**src/sv/avr_pkg.sv**
```systemverilog
// ---------------------------------------------------------------------------
// avr_pkg: shared types, codes and sine table for the vertex axis rotator
// Holds the quarter-wave sine table in Q30, the pipeline stage structs and
// the angle-to-quadrant reduction used by the coefficient stage.
// ---------------------------------------------------------------------------
package avr_pkg;

    // field widths
    localparam int COORD_W  = 16;
    localparam int ANGLE_W  = 9;
    localparam int COEF_W   = 32;
    localparam int PROD_W   = COORD_W + COEF_W;
    localparam int IDX_W    = 7;
    localparam int PADDR_W  = 3;
    localparam int PDATA_W  = 32;

    // defaults and limits
    localparam int COORD_FRAC_BITS_DEF = 14;
    localparam logic [ANGLE_W-1:0] ANGLE_MAX = ANGLE_W'(360);
    localparam logic [ANGLE_W-1:0] ANGLE_QUARTER = ANGLE_W'(90);
    localparam logic [ANGLE_W-1:0] ANGLE_HALF = ANGLE_W'(180);
    localparam logic [ANGLE_W-1:0] ANGLE_THREE_Q = ANGLE_W'(270);

    // request function codes
    localparam logic FUNC_VERTEX = 1'b0;
    localparam logic FUNC_TICK   = 1'b1;

    // register index (paddr bit 2)
    localparam logic REG_AXIS_SELECT = 1'b0;

    // rotation axis codes
    typedef enum logic [1:0] {
        AXIS_X    = 2'd0,
        AXIS_Y    = 2'd1,
        AXIS_Z    = 2'd2,
        AXIS_NONE = 2'd3
    } t_axis;

    // quarter-wave lookup address and sign
    typedef struct packed {
        logic [IDX_W-1:0] idx;
        logic             neg;
    } t_quad;

    // input register stage
    typedef struct packed {
        t_axis                      axis;
        logic [ANGLE_W-1:0]         angle;
        logic signed [COORD_W-1:0]  x;
        logic signed [COORD_W-1:0]  y;
        logic signed [COORD_W-1:0]  z;
    } t_stage_in;

    // coefficient stage
    typedef struct packed {
        t_axis                      axis;
        logic signed [COORD_W-1:0]  x;
        logic signed [COORD_W-1:0]  y;
        logic signed [COORD_W-1:0]  z;
        logic signed [COEF_W-1:0]   cos_c;
        logic signed [COEF_W-1:0]   sin_c;
    } t_stage_coef;

    // product stage: a and b are the two coordinates that turn
    typedef struct packed {
        t_axis                      axis;
        logic signed [COORD_W-1:0]  x;
        logic signed [COORD_W-1:0]  y;
        logic signed [COORD_W-1:0]  z;
        logic signed [PROD_W-1:0]   p_ac;
        logic signed [PROD_W-1:0]   p_bs;
        logic signed [PROD_W-1:0]   p_as;
        logic signed [PROD_W-1:0]   p_bc;
    } t_stage_prod;

    // result vertex
    typedef struct packed {
        logic signed [COORD_W-1:0]  x;
        logic signed [COORD_W-1:0]  y;
        logic signed [COORD_W-1:0]  z;
    } t_vertex;

    typedef logic [90:0][30:0] t_sin_tab;

    localparam longint unsigned RAD_PER_DEG_Q30 = 64'd18740330;
    localparam longint unsigned Q30_ONE = 64'd1 << 30;
    localparam longint unsigned Q30_HALF = 64'd1 << 29;

    // unsigned long division by shift and subtract
    function automatic longint unsigned div_u64(
        input longint unsigned num,
        input longint unsigned den
    );
        longint unsigned quo;
        longint unsigned rem;
        quo = '0;
        rem = '0;
        for (int i = 63; i >= 0; i--) begin
            rem = {rem[62:0], num[i]};
            if (rem >= den) begin
                rem = rem - den;
                quo[i] = 1'b1;
            end
        end
        return quo;
    endfunction

    // sin of 0..90 degrees in Q30, Taylor series with rounded terms
    function automatic t_sin_tab build_sin_q30();
        t_sin_tab tab;
        longint unsigned x;
        longint unsigned x2;
        longint unsigned term;
        longint unsigned d;
        longint sum;
        for (int k = 0; k <= 90; k++) begin
            if (k == 0) begin
                tab[k] = '0;
            end else if (k == 90) begin
                tab[k] = 31'(Q30_ONE);
            end else begin
                x = longint'(k) * RAD_PER_DEG_Q30;
                x2 = (x * x + Q30_HALF) >> 30;
                term = x;
                sum = longint'(x);
                for (int n = 1; n <= 10; n++) begin
                    d = longint'(2 * n) * longint'(2 * n + 1);
                    term = (div_u64(term * x2, d) + Q30_HALF) >> 30;
                    if (n % 2 == 1) begin
                        sum = sum - longint'(term);
                    end else begin
                        sum = sum + longint'(term);
                    end
                end
                if (sum < 0) begin
                    sum = 0;
                end
                if (sum > longint'(Q30_ONE)) begin
                    sum = longint'(Q30_ONE);
                end
                tab[k] = sum[30:0];
            end
        end
        return tab;
    endfunction

    localparam t_sin_tab SIN_Q30 = build_sin_q30();

    // fold 0..511 degrees onto the quarter wave
    function automatic t_quad reduce_deg(input logic [ANGLE_W-1:0] deg);
        logic [ANGLE_W-1:0] d;
        t_quad q;
        d = (deg >= ANGLE_MAX) ? deg - ANGLE_MAX : deg;
        if (d <= ANGLE_QUARTER) begin
            q.idx = d[IDX_W-1:0];
            q.neg = 1'b0;
        end else if (d <= ANGLE_HALF) begin
            q.idx = IDX_W'(ANGLE_HALF - d);
            q.neg = 1'b0;
        end else if (d <= ANGLE_THREE_Q) begin
            q.idx = IDX_W'(d - ANGLE_HALF);
            q.neg = 1'b1;
        end else begin
            q.idx = IDX_W'(ANGLE_MAX - d);
            q.neg = 1'b1;
        end
        return q;
    endfunction

endpackage

```
**src/sv/avr_coef.sv**
```systemverilog
// ---------------------------------------------------------------------------
// avr_coef: sine and cosine coefficient stage
// Looks up the quarter-wave table for the captured angle, rounds to the
// coordinate fraction width and applies the quadrant sign.
// ---------------------------------------------------------------------------
module avr_coef #(
    parameter int FRAC_BITS = avr_pkg::COORD_FRAC_BITS_DEF
) (
    input  logic                 i_clk,
    input  logic                 i_en,
    input  avr_pkg::t_stage_in   i_stage,
    output avr_pkg::t_stage_coef o_stage
);

    localparam int SH = 30 - FRAC_BITS;
    localparam logic [31:0] HALF = (SH > 0) ? (32'd1 << (SH - 1)) : 32'd0;

    avr_pkg::t_quad        sin_q;
    avr_pkg::t_quad        cos_q;
    logic [31:0]           sin_mag;
    logic [31:0]           cos_mag;
    avr_pkg::t_stage_coef  n_stage;
    avr_pkg::t_stage_coef  r_stage;

    // quadrant folding, cos(k) = sin(k + 90)
    always_comb begin
        sin_q = avr_pkg::reduce_deg(i_stage.angle);
        cos_q = avr_pkg::reduce_deg(i_stage.angle + avr_pkg::ANGLE_QUARTER);
    end

    // table read and rounding to the coordinate format
    always_comb begin
        sin_mag = ({1'b0, avr_pkg::SIN_Q30[sin_q.idx]} + HALF) >> SH;
        cos_mag = ({1'b0, avr_pkg::SIN_Q30[cos_q.idx]} + HALF) >> SH;
    end

    // next stage contents
    always_comb begin
        n_stage.axis  = i_stage.axis;
        n_stage.x     = i_stage.x;
        n_stage.y     = i_stage.y;
        n_stage.z     = i_stage.z;
        n_stage.sin_c = sin_q.neg ? -$signed(sin_mag) : $signed(sin_mag);
        n_stage.cos_c = cos_q.neg ? -$signed(cos_mag) : $signed(cos_mag);
    end

    // stage register
    always_ff @(posedge i_clk) begin
        if (i_en) begin
            r_stage <= n_stage;
        end
    end

    assign o_stage = r_stage;

endmodule

```
**src/sv/avr_mul.sv**
```systemverilog
// ---------------------------------------------------------------------------
// avr_mul: product stage
// Picks the two coordinates that turn about the selected axis and forms
// the four coefficient products.
// ---------------------------------------------------------------------------
module avr_mul (
    input  logic                 i_clk,
    input  logic                 i_en,
    input  avr_pkg::t_stage_coef i_stage,
    output avr_pkg::t_stage_prod o_stage
);

    logic signed [avr_pkg::COORD_W-1:0] a;
    logic signed [avr_pkg::COORD_W-1:0] b;
    avr_pkg::t_stage_prod               n_stage;
    avr_pkg::t_stage_prod               r_stage;

    // operand pair: a*c - b*s and a*s + b*c give the turned coordinates
    always_comb begin
        case (i_stage.axis)
            avr_pkg::AXIS_Y: begin
                a = i_stage.z;
                b = i_stage.x;
            end
            avr_pkg::AXIS_Z: begin
                a = i_stage.x;
                b = i_stage.y;
            end
            default: begin
                a = i_stage.y;
                b = i_stage.z;
            end
        endcase
    end

    // products
    always_comb begin
        n_stage.axis = i_stage.axis;
        n_stage.x    = i_stage.x;
        n_stage.y    = i_stage.y;
        n_stage.z    = i_stage.z;
        n_stage.p_ac = a * i_stage.cos_c;
        n_stage.p_bs = b * i_stage.sin_c;
        n_stage.p_as = a * i_stage.sin_c;
        n_stage.p_bc = b * i_stage.cos_c;
    end

    // stage register
    always_ff @(posedge i_clk) begin
        if (i_en) begin
            r_stage <= n_stage;
        end
    end

    assign o_stage = r_stage;

endmodule

```
**src/sv/avr_sum.sv**
```systemverilog
// ---------------------------------------------------------------------------
// avr_sum: sum, rounding and saturation stage
// Adds the product pairs, rounds half up at the fraction point, saturates
// to 16 bits and places the results by axis into the result register.
// ---------------------------------------------------------------------------
module avr_sum #(
    parameter int FRAC_BITS = avr_pkg::COORD_FRAC_BITS_DEF
) (
    input  logic                 i_clk,
    input  logic                 i_en,
    input  avr_pkg::t_stage_prod i_stage,
    output avr_pkg::t_vertex     o_vertex
);

    localparam int SUM_W = avr_pkg::PROD_W + 2;
    localparam logic signed [SUM_W-1:0] HALF = SUM_W'(1) << (FRAC_BITS - 1);
    localparam logic signed [SUM_W-1:0] SAT_HI = SUM_W'(32767);
    localparam logic signed [SUM_W-1:0] SAT_LO = -SUM_W'(32768);

    logic signed [SUM_W-1:0]            sum_r1;
    logic signed [SUM_W-1:0]            sum_r2;
    logic signed [avr_pkg::COORD_W-1:0] rot_1;
    logic signed [avr_pkg::COORD_W-1:0] rot_2;
    avr_pkg::t_vertex                   n_vertex;
    avr_pkg::t_vertex                   r_vertex;

    // round half up, then clamp
    function automatic logic signed [avr_pkg::COORD_W-1:0] round_sat(
        input logic signed [SUM_W-1:0] v
    );
        logic signed [SUM_W-1:0] t;
        t = (v + HALF) >>> FRAC_BITS;
        if (t > SAT_HI) begin
            return SAT_HI[avr_pkg::COORD_W-1:0];
        end else if (t < SAT_LO) begin
            return SAT_LO[avr_pkg::COORD_W-1:0];
        end
        return t[avr_pkg::COORD_W-1:0];
    endfunction

    // the two turned coordinates
    always_comb begin
        sum_r1 = SUM_W'(i_stage.p_ac) - SUM_W'(i_stage.p_bs);
        sum_r2 = SUM_W'(i_stage.p_as) + SUM_W'(i_stage.p_bc);
        rot_1  = round_sat(sum_r1);
        rot_2  = round_sat(sum_r2);
    end

    // place results by axis, the axis coordinate passes unchanged
    always_comb begin
        n_vertex.x = i_stage.x;
        n_vertex.y = i_stage.y;
        n_vertex.z = i_stage.z;
        case (i_stage.axis)
            avr_pkg::AXIS_X: begin
                n_vertex.y = rot_1;
                n_vertex.z = rot_2;
            end
            avr_pkg::AXIS_Y: begin
                n_vertex.z = rot_1;
                n_vertex.x = rot_2;
            end
            avr_pkg::AXIS_Z: begin
                n_vertex.x = rot_1;
                n_vertex.y = rot_2;
            end
            default: begin
                n_vertex.x = i_stage.x;
            end
        endcase
    end

    // result register
    always_ff @(posedge i_clk) begin
        if (i_en) begin
            r_vertex <= n_vertex;
        end
    end

    assign o_vertex = r_vertex;

endmodule

```
**src/sv/vertex_axis_rotator_top.sv**
```systemverilog
// ---------------------------------------------------------------------------
// vertex_axis_rotator_top: rotates vertices about a principal axis
// Four-stage pipeline: input register, coefficient lookup, products,
// sum/round/saturate into the result register.
// ---------------------------------------------------------------------------
// Usage:
//   Input channel (i_valid / o_stall) carries one request per cycle while o_stall is low.
//   A tick request (i_func = 1) advances the stored angle by one degree, wrapping
//   from 360 to 0, and gives no result. A vertex request (i_func = 0) gives
//   one rotated vertex on the output channel (o_valid / i_stall).
//   A vertex passes the input, coefficient, product and result registers before o_valid.
//   Throughput: one request per cycle while o_stall is low, set by the single
//   multiply stage of four parallel 16x32 multipliers.
//   A vertex uses the angle in force when it is accepted; a following tick
//   does not touch vertices already in the pipeline.
//   axis_select sits at APB byte address 0 (0 x, 1 y, 2 z, 3 pass through).
//   Reset clears the angle, axis_select and all stage valid bits.
//   When i_stall holds the result, the pipeline closes up its empty stages;
//   o_stall rises once all four stages hold vertices.
// ---------------------------------------------------------------------------
module vertex_axis_rotator_top #(
    parameter int COORD_FRAC_BITS = avr_pkg::COORD_FRAC_BITS_DEF
) (
    input  logic                                i_clk,
    input  logic                                i_rst_n,
    // request channel
    input  logic                                i_valid,
    output logic                                o_stall,
    input  logic                                i_func,
    input  logic signed [avr_pkg::COORD_W-1:0]  i_x_in,
    input  logic signed [avr_pkg::COORD_W-1:0]  i_y_in,
    input  logic signed [avr_pkg::COORD_W-1:0]  i_z_in,
    // result channel
    output logic                                o_valid,
    input  logic                                i_stall,
    output logic signed [avr_pkg::COORD_W-1:0]  o_x_out,
    output logic signed [avr_pkg::COORD_W-1:0]  o_y_out,
    output logic signed [avr_pkg::COORD_W-1:0]  o_z_out,
    // configuration port
    input  logic                                psel,
    input  logic                                penable,
    input  logic                                pwrite,
    input  logic [avr_pkg::PADDR_W-1:0]         paddr,
    input  logic [avr_pkg::PDATA_W-1:0]         pwdata,
    output logic [avr_pkg::PDATA_W-1:0]         prdata,
    output logic                                pready
);

    logic                         r_va;
    logic                         r_vb;
    logic                         r_vc;
    logic                         r_vd;
    logic                         en_a;
    logic                         en_b;
    logic                         en_c;
    logic                         en_d;
    logic                         in_acc;
    logic                         cfg_wr;
    avr_pkg::t_axis               r_axis;
    logic [avr_pkg::ANGLE_W-1:0]  r_angle;
    logic [avr_pkg::ANGLE_W-1:0]  n_angle;
    avr_pkg::t_stage_in           r_stage_in;
    avr_pkg::t_stage_in           n_stage_in;
    avr_pkg::t_stage_coef         stage_coef;
    avr_pkg::t_stage_prod         stage_prod;
    avr_pkg::t_vertex             result;

    // stage advance: a stage loads when the one after it is empty or moving
    assign en_d   = !r_vd || !i_stall;
    assign en_c   = !r_vc || en_d;
    assign en_b   = !r_vb || en_c;
    assign en_a   = !r_va || en_b;
    assign o_stall = !en_a;
    assign in_acc = i_valid && !o_stall;

    // configuration writes and reads
    assign pready = 1'b1;
    assign cfg_wr = psel && penable && pwrite && pready;

    always_comb begin
        prdata = '0;
        if (paddr[2] == avr_pkg::REG_AXIS_SELECT) begin
            prdata = avr_pkg::PDATA_W'(r_axis);
        end
    end

    always_ff @(posedge i_clk) begin
        if (!i_rst_n) begin
            r_axis <= avr_pkg::AXIS_X;
        end else if (cfg_wr && paddr[2] == avr_pkg::REG_AXIS_SELECT) begin
            r_axis <= avr_pkg::t_axis'(pwdata[1:0]);
        end
    end

    // angle counter, wraps past 360 to 0
    always_comb begin
        n_angle = r_angle;
        if (in_acc && i_func == avr_pkg::FUNC_TICK) begin
            n_angle = (r_angle >= avr_pkg::ANGLE_MAX) ? '0
                                                      : r_angle + 1'b1;
        end
    end

    always_ff @(posedge i_clk) begin
        if (!i_rst_n) begin
            r_angle <= '0;
        end else begin
            r_angle <= n_angle;
        end
    end

    // input register
    always_comb begin
        n_stage_in.axis  = r_axis;
        n_stage_in.angle = r_angle;
        n_stage_in.x     = i_x_in;
        n_stage_in.y     = i_y_in;
        n_stage_in.z     = i_z_in;
    end

    always_ff @(posedge i_clk) begin
        if (en_a) begin
            r_stage_in <= n_stage_in;
        end
    end

    // stage valid bits
    always_ff @(posedge i_clk) begin
        if (!i_rst_n) begin
            r_va <= 1'b0;
            r_vb <= 1'b0;
            r_vc <= 1'b0;
            r_vd <= 1'b0;
        end else begin
            if (en_a) begin
                r_va <= in_acc && i_func == avr_pkg::FUNC_VERTEX;
            end
            if (en_b) begin
                r_vb <= r_va;
            end
            if (en_c) begin
                r_vc <= r_vb;
            end
            if (en_d) begin
                r_vd <= r_vc;
            end
        end
    end

    // pipeline stages
    avr_coef #(
        .FRAC_BITS (COORD_FRAC_BITS)
    ) u_coef (
        .i_clk   (i_clk),
        .i_en    (en_b),
        .i_stage (r_stage_in),
        .o_stage (stage_coef)
    );

    avr_mul u_mul (
        .i_clk   (i_clk),
        .i_en    (en_c),
        .i_stage (stage_coef),
        .o_stage (stage_prod)
    );

    avr_sum #(
        .FRAC_BITS (COORD_FRAC_BITS)
    ) u_sum (
        .i_clk    (i_clk),
        .i_en     (en_d),
        .i_stage  (stage_prod),
        .o_vertex (result)
    );

    // result channel
    assign o_valid = r_vd;
    assign o_x_out = result.x;
    assign o_y_out = result.y;
    assign o_z_out = result.z;

    // checks
    a_angle_range: assert property (@(posedge i_clk) disable iff (!i_rst_n)
        r_angle <= avr_pkg::ANGLE_MAX)
        else $error("angle beyond 360");

    a_angle_wrap: assert property (@(posedge i_clk) disable iff (!i_rst_n)
        (in_acc && i_func == avr_pkg::FUNC_TICK && r_angle == avr_pkg::ANGLE_MAX)
        |=> (r_angle == '0))
        else $error("angle did not wrap to zero");

    a_stall_full: assert property (@(posedge i_clk) disable iff (!i_rst_n)
        o_stall |-> (r_va && r_vb && r_vc && r_vd && i_stall))
        else $error("input stalled with room in the pipeline");

    a_vertex_enters: assert property (@(posedge i_clk) disable iff (!i_rst_n)
        (in_acc && i_func == avr_pkg::FUNC_VERTEX) |=> r_va)
        else $error("accepted vertex lost at input register");

endmodule

```
**config.mk**
```make
export PLATFORM = sky130hd
export DESIGN_NAME = vertex_axis_rotator_top
export DESIGN_NICKNAME = d
export VERILOG_FILES = /design/src/sv/avr_pkg.sv /design/src/sv/avr_coef.sv /design/src/sv/avr_mul.sv /design/src/sv/avr_sum.sv /design/src/sv/vertex_axis_rotator_top.sv
export SDC_FILE = /design/constraint.sdc
export NUM_CORES = 2
export LEC_CHECK = 0
export BUFFER_PORTS_ARGS = -buffer_cell sky130_fd_sc_hd__buf_4
export CAP_MARGIN = 5
export CORE_UTILIZATION = 50
export CTS_BUF_LIST = sky130_fd_sc_hd__clkbuf_16
export DETAILED_ROUTE_END_ITERATION = 7
export PLACE_DENSITY = 0.75
export SETUP_SLACK_MARGIN = 0.05
export SLEW_MARGIN = 10
export SYNTH_ARGS = -nofsm -noshare
export SYNTH_HDL_FRONTEND = slang
export SYNTH_SLANG_ARGS = --single-unit
```
**constraint.sdc**
```tcl
create_clock -name i_clk -period 12.06 [get_ports i_clk]
set_input_delay 1.206 -clock i_clk [delete_from_list [all_inputs] [get_ports i_clk]]
set_output_delay 1.206 -clock i_clk [all_outputs]
set_load 0.02 [all_outputs]
```
; Word level (Yosys, flattened, before mapping)
; Memories as Yosys holds them, arrays and structs flattened.
; Cells that the tools add are included.
[word_totals]
regBits = 478
latch_bits = 0
mem_bits_rw = 0
romBits = 7936
inputBits = 91
word_cells = 121
mem_count = 2
[op_classes]
add_sub_neg = 18
mul = 4
n_div = 0
order_cmp = 15
eq_ne = 4
shifts = 0
mux = 29
bitwise = 2
n_reduce_logical = 17
[mem_list]
columns = memory, depth, word_bits, rd, rd_clocked_by_memory_dff, write_ports, line
row1 = (name not given), 128, 31, 1, 0, 0, avr_coef.sv:33  ; sin_mag = ({1'b0, avr_pkg::SIN_Q30[sin_q.idx]} + HALF) >> SH;
row2 = (name not given), 128, 31, 1, 0, 0, avr_coef.sv:34  ; cos_mag = ({1'b0, avr_pkg::SIN_Q30[cos_q.idx]} + HALF) >> SH;
[op_table]
columns = op, count
row1 = 16-bit by 32-bit multiplier with 48-bit output, 4
row2 = 16-bit case mux with 2 select lines, 5
row3 = 16-bit 2-to-1 mux, 8
row4 = 49-bit by 15-bit adder with 50-bit output (second input constant), 2
row5 = 36-bit by 16-bit greater-than comparator with 1-bit output (second input constant), 2
row6 = 36-bit by 16-bit less-than comparator with 1-bit output (second input constant), 2
row7 = 31-bit by 16-bit adder with 32-bit output (second input constant), 2
row8 = 16-bit negation with 32-bit output, 2
row9 = 31-bit 2-to-1 mux, 2
row10 = 48-bit by 48-bit adder with 49-bit output, 1
row11 = 48-bit by 48-bit subtractor with 49-bit output, 1
row12 = 8-bit 2-to-1 mux, 6
row13 = 9-bit >= comparator (second input constant), 3
row14 = 9-bit 2-to-1 mux, 3
row15 = 9-bit by 7-bit <= comparator with 1-bit output (second input constant), 2
row16 = 9-bit by 8-bit <= comparator with 1-bit output (second input constant), 2
row17 = 9-bit <= comparator (second input constant), 2
row18 = 9-bit subtractor (second input constant), 2
row19 = 7-bit by 8-bit less-than comparator with 1-bit output (second input constant), 2
row20 = 6-bit by 7-bit subtractor with 7-bit output (first input constant), 2
row21 = 7-bit by 6-bit subtractor with 7-bit output (second input constant), 2
row22 = 7-bit subtractor (first input constant), 2
row23 = 9-bit by 1-bit adder with 9-bit output (second input constant), 1
row24 = 9-bit by 7-bit adder with 9-bit output (second input constant), 1
row25 = other kinds (9), 28

; Logic depth before layout (Yosys ltp)
[logic_depth]
word_depth = 12
ltp_mapped = 38

; Modules after synthesis
; Synthesis repeated with hierarchy kept, for this count alone.
[hier_totals]
hier_cells = 11473
area_unflattened_um2 = 104221.2
[modules_own_cells]
columns = mod, n_inst, cells_each, area_per_inst_um2
row1 = avr_mul, 1, 8532, 79434.9
row2 = avr_coef, 1, 1359, 11498.5
row3 = avr_sum, 1, 1399, 10478.8
row4 = vertex_axis_rotator_top, 1, 183, 2808.9

; Worst setup path after synthesis
; Ideal clock, no wire load.
[synth_timing]
kind = register to register
startpoint = register u_coef.r_stage, in the netlist u_coef.o_stage[113]
endpoint = register u_mul.r_stage, in the netlist u_mul.o_stage[143] (data pin)
arrival_ns = 8.784
required_time_ns = 11.800
slack_ns = 3.016
stages_incl_launch_ff = 36
path_buffers = 3
period_less_slack_ns = 9.044
path_cell_list = edfxtp_1 -> ha_1 -> clkbuf_1 -> clkbuf_1 -> nand2_1 -> o21ai_1 -> clkbuf_1 -> nand2_1 -> fa_1 -> inv_1 -> fa_1 -> inv_1 -> fa_1 -> fa_1 -> inv_1 -> fa_1 -> inv_1 -> fa_1 -> inv_1 -> ha_1 -> a21o_1 -> a21oi_1 -> o32ai_1 -> o41ai_1 -> o211a_1 -> o211ai_1 -> a31o_2 -> a311oi_1 -> nand2b_1 -> a21oi_1 -> a21o_1 -> o41ai_1 -> a221oi_1 -> o221ai_1 -> nor2b_1 -> xnor2_1
[synth_lines]
columns = element, line
row1 = from (decl), avr_coef.sv:23  ; avr_pkg::t_stage_coef r_stage;
row2 = from (signal assigned), avr_coef.sv:50  ; r_stage <= n_stage;
row3 = to (signal assigned), avr_mul.sv:51  ; r_stage <= n_stage;
row4 = to (decl), avr_mul.sv:16  ; avr_pkg::t_stage_prod r_stage;

==> metrics.txt <==
run status=finished, final reports clean; share of async-settable or async-resettable flops after synthesis=0; Placeable Area=0.195 mm²; worst r2r path cells=32; Reg clk slew, reported paths=60 ps; final worst path period share=0.938; origin of the worst min-delay path=r_stage_in[0]$_DFFE_PN_; buffers and inverters on the worst path=5; wire length per cell=22.1 µm; top cells by area, synth=fa_1 (40%), edfxtp_1 (14%), ha_1 (8.8%); category of cells accounting for the largest share of critical-path delay=compound AO/OA/AOI/OAI gates; Cell variety after synth=134; Hold EP=u_coef.o_stage[64]$_DFFE_PP_; hold path cells=0; H-tree depth=2; height of the die=446 µm; number of nets with antenna violations after routing=0; startpoint of the lowest-slack register-to-register path=u_coef.o_stage[113]$_DFFE_PP_; Die W=446 µm; FF-to-FF setup slack=750 ps; maximum fanout along the worst path=27; ratio of cells with drive above 1 in the final layout=0.0638; transition time of the tightest slew-check pin=1200 ps; share of the core filled with cells=0.532; average footprint of a synthesized cell=9.48 µm²; summed instance area of the synthesized netlist=0.0985 mm²; Setup Skew=40.3 ps; total instance count after detailed placement=12,800; # Max-Cap Violations=0; number of enable-type register cells in the synthesized netlist=461; crit path time final=11,310 ps; area of combinational cells with multiple inputs=0.0745 mm²; final count of negative-setup-slack endpoints=0; number of cells produced by synthesis=10,400; largest net degree at the start of global routing=112; leakage power summed over all cells=0.0443 µW; clock power share=0.175; initial cell density of the core=0.505; Area growth, synth to finish=5.54%; critical path arrival=11,730 ps; library cell with the highest instance count after synthesis=inv_1; cell area after layout=0.104 mm²; TritonRoute pass-1 iters=6; die area=0.199 mm²; standard-cell row count=162; CTS tree=done; sequential area share after synthesis=0.144; vias in the first global route=79,900; Seq cells post-synth=476; aggregate routed wire length=285,000 µm; Ports=174; fraction of post-synthesis cell area in the top cell type by area=0.395; Net Switching=4590 µW; kind of start point of the critical path=flip-flop; number of synthesis warnings=0; RSZ-0062 raised after global routing=no; per-cell via count in the routed design=5.78; worst supply voltage drop on vdd=0.112 mV; worst-skew pair later-pin latency=700 ps; register area=0.0141 mm²; DP Area=0.102 mm²; cell type with the highest aggregate area in the netlist=fa_1; RR Endpoint=u_mul.o_stage[94]$_DFFE_PP_; Final Hold Violating Endpoints=0; highest cell delay on the worst timing path=670 ps; maximum root-to-sink buffer count=3; initial antenna violation count=28; combinational group share of total power=0.583; clock root buffer master=clkbuf_16; total half-perimeter wirelength after legalization and detailed placement=223,000 µm; Placer Congestion=0.953; Slew Viols, Final=0; total power per unit cell area=97.0 mW/mm²; most used cell, CP=fa_1; wire length of the first global-routing pass=451,000 µm; top achievable clock speed=88.4 MHz; top flip-flop cell by instance count after synthesis=edfxtp_1; Fin Setup TNS=0 ps; GR Overflow Total=0; sequential cell fraction of total power=0.241; number of fill cells=16,900; DRC violations left=0; Port Buf Inserts=110; cts bufs inserted=57; crit path kind=reg2reg; worst-case headroom to the max-slew limit=0.191; required arrival time at the worst endpoint=12,480 ps; hold buffer count at cts=0; internal power summed over all cells=5500 µW; worst min-delay path category=reg2reg; final cell count without fillers=12,900; Starting DRT DRC Count=6,476; Crit. End Element=flip-flop; list of most frequent post-synthesis cells=inv_1 (2,114), fa_1 (1,944), nand2_1 (1,375); NumNets Final=12,900; standard cell with the maximum stage delay on the critical path=a221oi_1; hold_ws=419 ps; total clock sinks=476; total routing usage reported by global routing=0.293; Switching Fraction=0.455; routed vias=74,400
[power groups by stage]
stage / clock network (µW) / registers (µW) / logic [µW]
final: 1770 / 2430 / 5880
after floorplan: 0 / 2410 / 3960
after CTS: 1790 / 2430 / 5780
after global placement: 0 / 2460 / 5550
after detailed placement: 0 / 2460 / 5720
after global routing: 1850 / 2450 / 6450
[layout make-up]
class / instances / area share
Tap cell: 2624 / 0.0316
Multi-Input combinational cell: 7274 / 0.717
Timing Repair Buffer: 276 / 0.0202
Clock inverter: 49 / 0.00459
Sequential cell: 476 / 0.136
Inverter: 2121 / 0.0767
Clock buffer: 57 / 0.0137
Antenna cell: 5 / 0.000120
[state kept, by name, summed over array words and instances (netlist names)]
name / flops
u_sum.o_vertex: 48
r_vc: 1
o_valid: 1
u_coef.o_stage: 112
r_va: 1
r_axis: 2
r_vb: 1
r_stage_in: 59
u_mul.o_stage: 242
r_angle: 9
[layer usage]
metal	up-vias	part of all wire	GRT usage
met5	-	0.00068	0
met4	24	0.060	0.149
met3	955	0.10	0.0715
met2	3660	0.47	0.473
met1	37900	0.37	0.366
li1	31900	-	-
[timing repair]
item / CTS / global route
gates resized for setup: 0 / 1
setup buffers: 0 / 1
endpoints found under the setup margin: 0 / 2
[worst max-delay path by stage]
stage	start	endpoint	cells past startpoint
2_1_floorplan	u_coef.o_stage[113]$_DFFE_PP_	u_mul.o_stage[143]$_DFFE_PP_	35
3_3_place_gp	u_coef.o_stage[113]$_DFFE_PP_	u_mul.o_stage[94]$_DFFE_PP_	29
3_5_place_dp	u_coef.o_stage[113]$_DFFE_PP_	u_mul.o_stage[94]$_DFFE_PP_	32
4_1_cts	u_coef.o_stage[113]$_DFFE_PP_	u_mul.o_stage[94]$_DFFE_PP_	32
5_1_grt	u_coef.o_stage[113]$_DFFE_PP_	u_mul.o_stage[94]$_DFFE_PP_	32
6_report	u_coef.o_stage[113]$_DFFE_PP_	u_mul.o_stage[94]$_DFFE_PP_	32
[stage by stage]
stage,total power [µW],worst slack [ps]
after global placement,8010,737
final,10100,745
after CTS,10000,552
after detailed placement,8180,592
after global routing,10700,333
after floorplan,6370,3020
[worst reg2reg max path, delay by kind of cell (launching register included)]
kind	cells	cell delay (ps)
AOI/OAI and AO/OA	16	5620
xor gates and xnor gates	1	80
adders and majority gates	8	3980
buffers and inverters	5	600
DFF	1	450
and+or+nand+nor	2	320
[cell families after synthesis]
kind of cell | count (synthesis) | synth area share
buf+inv | 2670 | 0.105
other cells | 2 | 0.0000763
flops | 476 | 0.144
mux | 24 | 0.00272
simple gates | 3075 | 0.153
compound gates | 1191 | 0.0843
xor+xnor | 314 | 0.0283
fa+ha+maj | 2637 | 0.483
[cell usage in the layout (no fill, tap or decap), types with 15 or more instances in the layout]
cell / synthesis / routed
a211o_1: 24 / 24
a211oi_1: 51 / 51
a21o_1: 74 / 74
a21oi_1: 286 / 279
a221oi_1: 17 / 17
a22oi_1: 41 / 41
a31oi_1: 48 / 48
and2_1: 434 / 434
and3_1: 39 / 39
buf_4: 40 / 274
clkbuf_16: 0 / 57
conb_1: 2 / 33
dfxtp_1: 15 / 15
edfxtp_1: 461 / 461
fa_1: 1944 / 1944
ha_1: 692 / 690
inv_1: 2114 / 2119
nand2_1: 1375 / 1373
nand2b_1: 72 / 72
nand3_1: 94 / 93
nand4_1: 41 / 41
nor2_1: 304 / 302
nor2b_1: 349 / 349
nor3_1: 91 / 91
nor4_1: 20 / 20
o211ai_1: 36 / 36
o21a_1: 40 / 40
o21ai_0: 174 / 173
o21ai_1: 40 / 16
o21ai_4: 2 / 27
o21bai_1: 28 / 28
o221ai_1: 52 / 52
o31a_1: 18 / 18
o31ai_1: 17 / 17
or2_2: 134 / 134
or3_1: 29 / 29
xnor2_1: 226 / 226
xor2_1: 84 / 84
No activity file was read; power rests on OpenSTA's default activity.
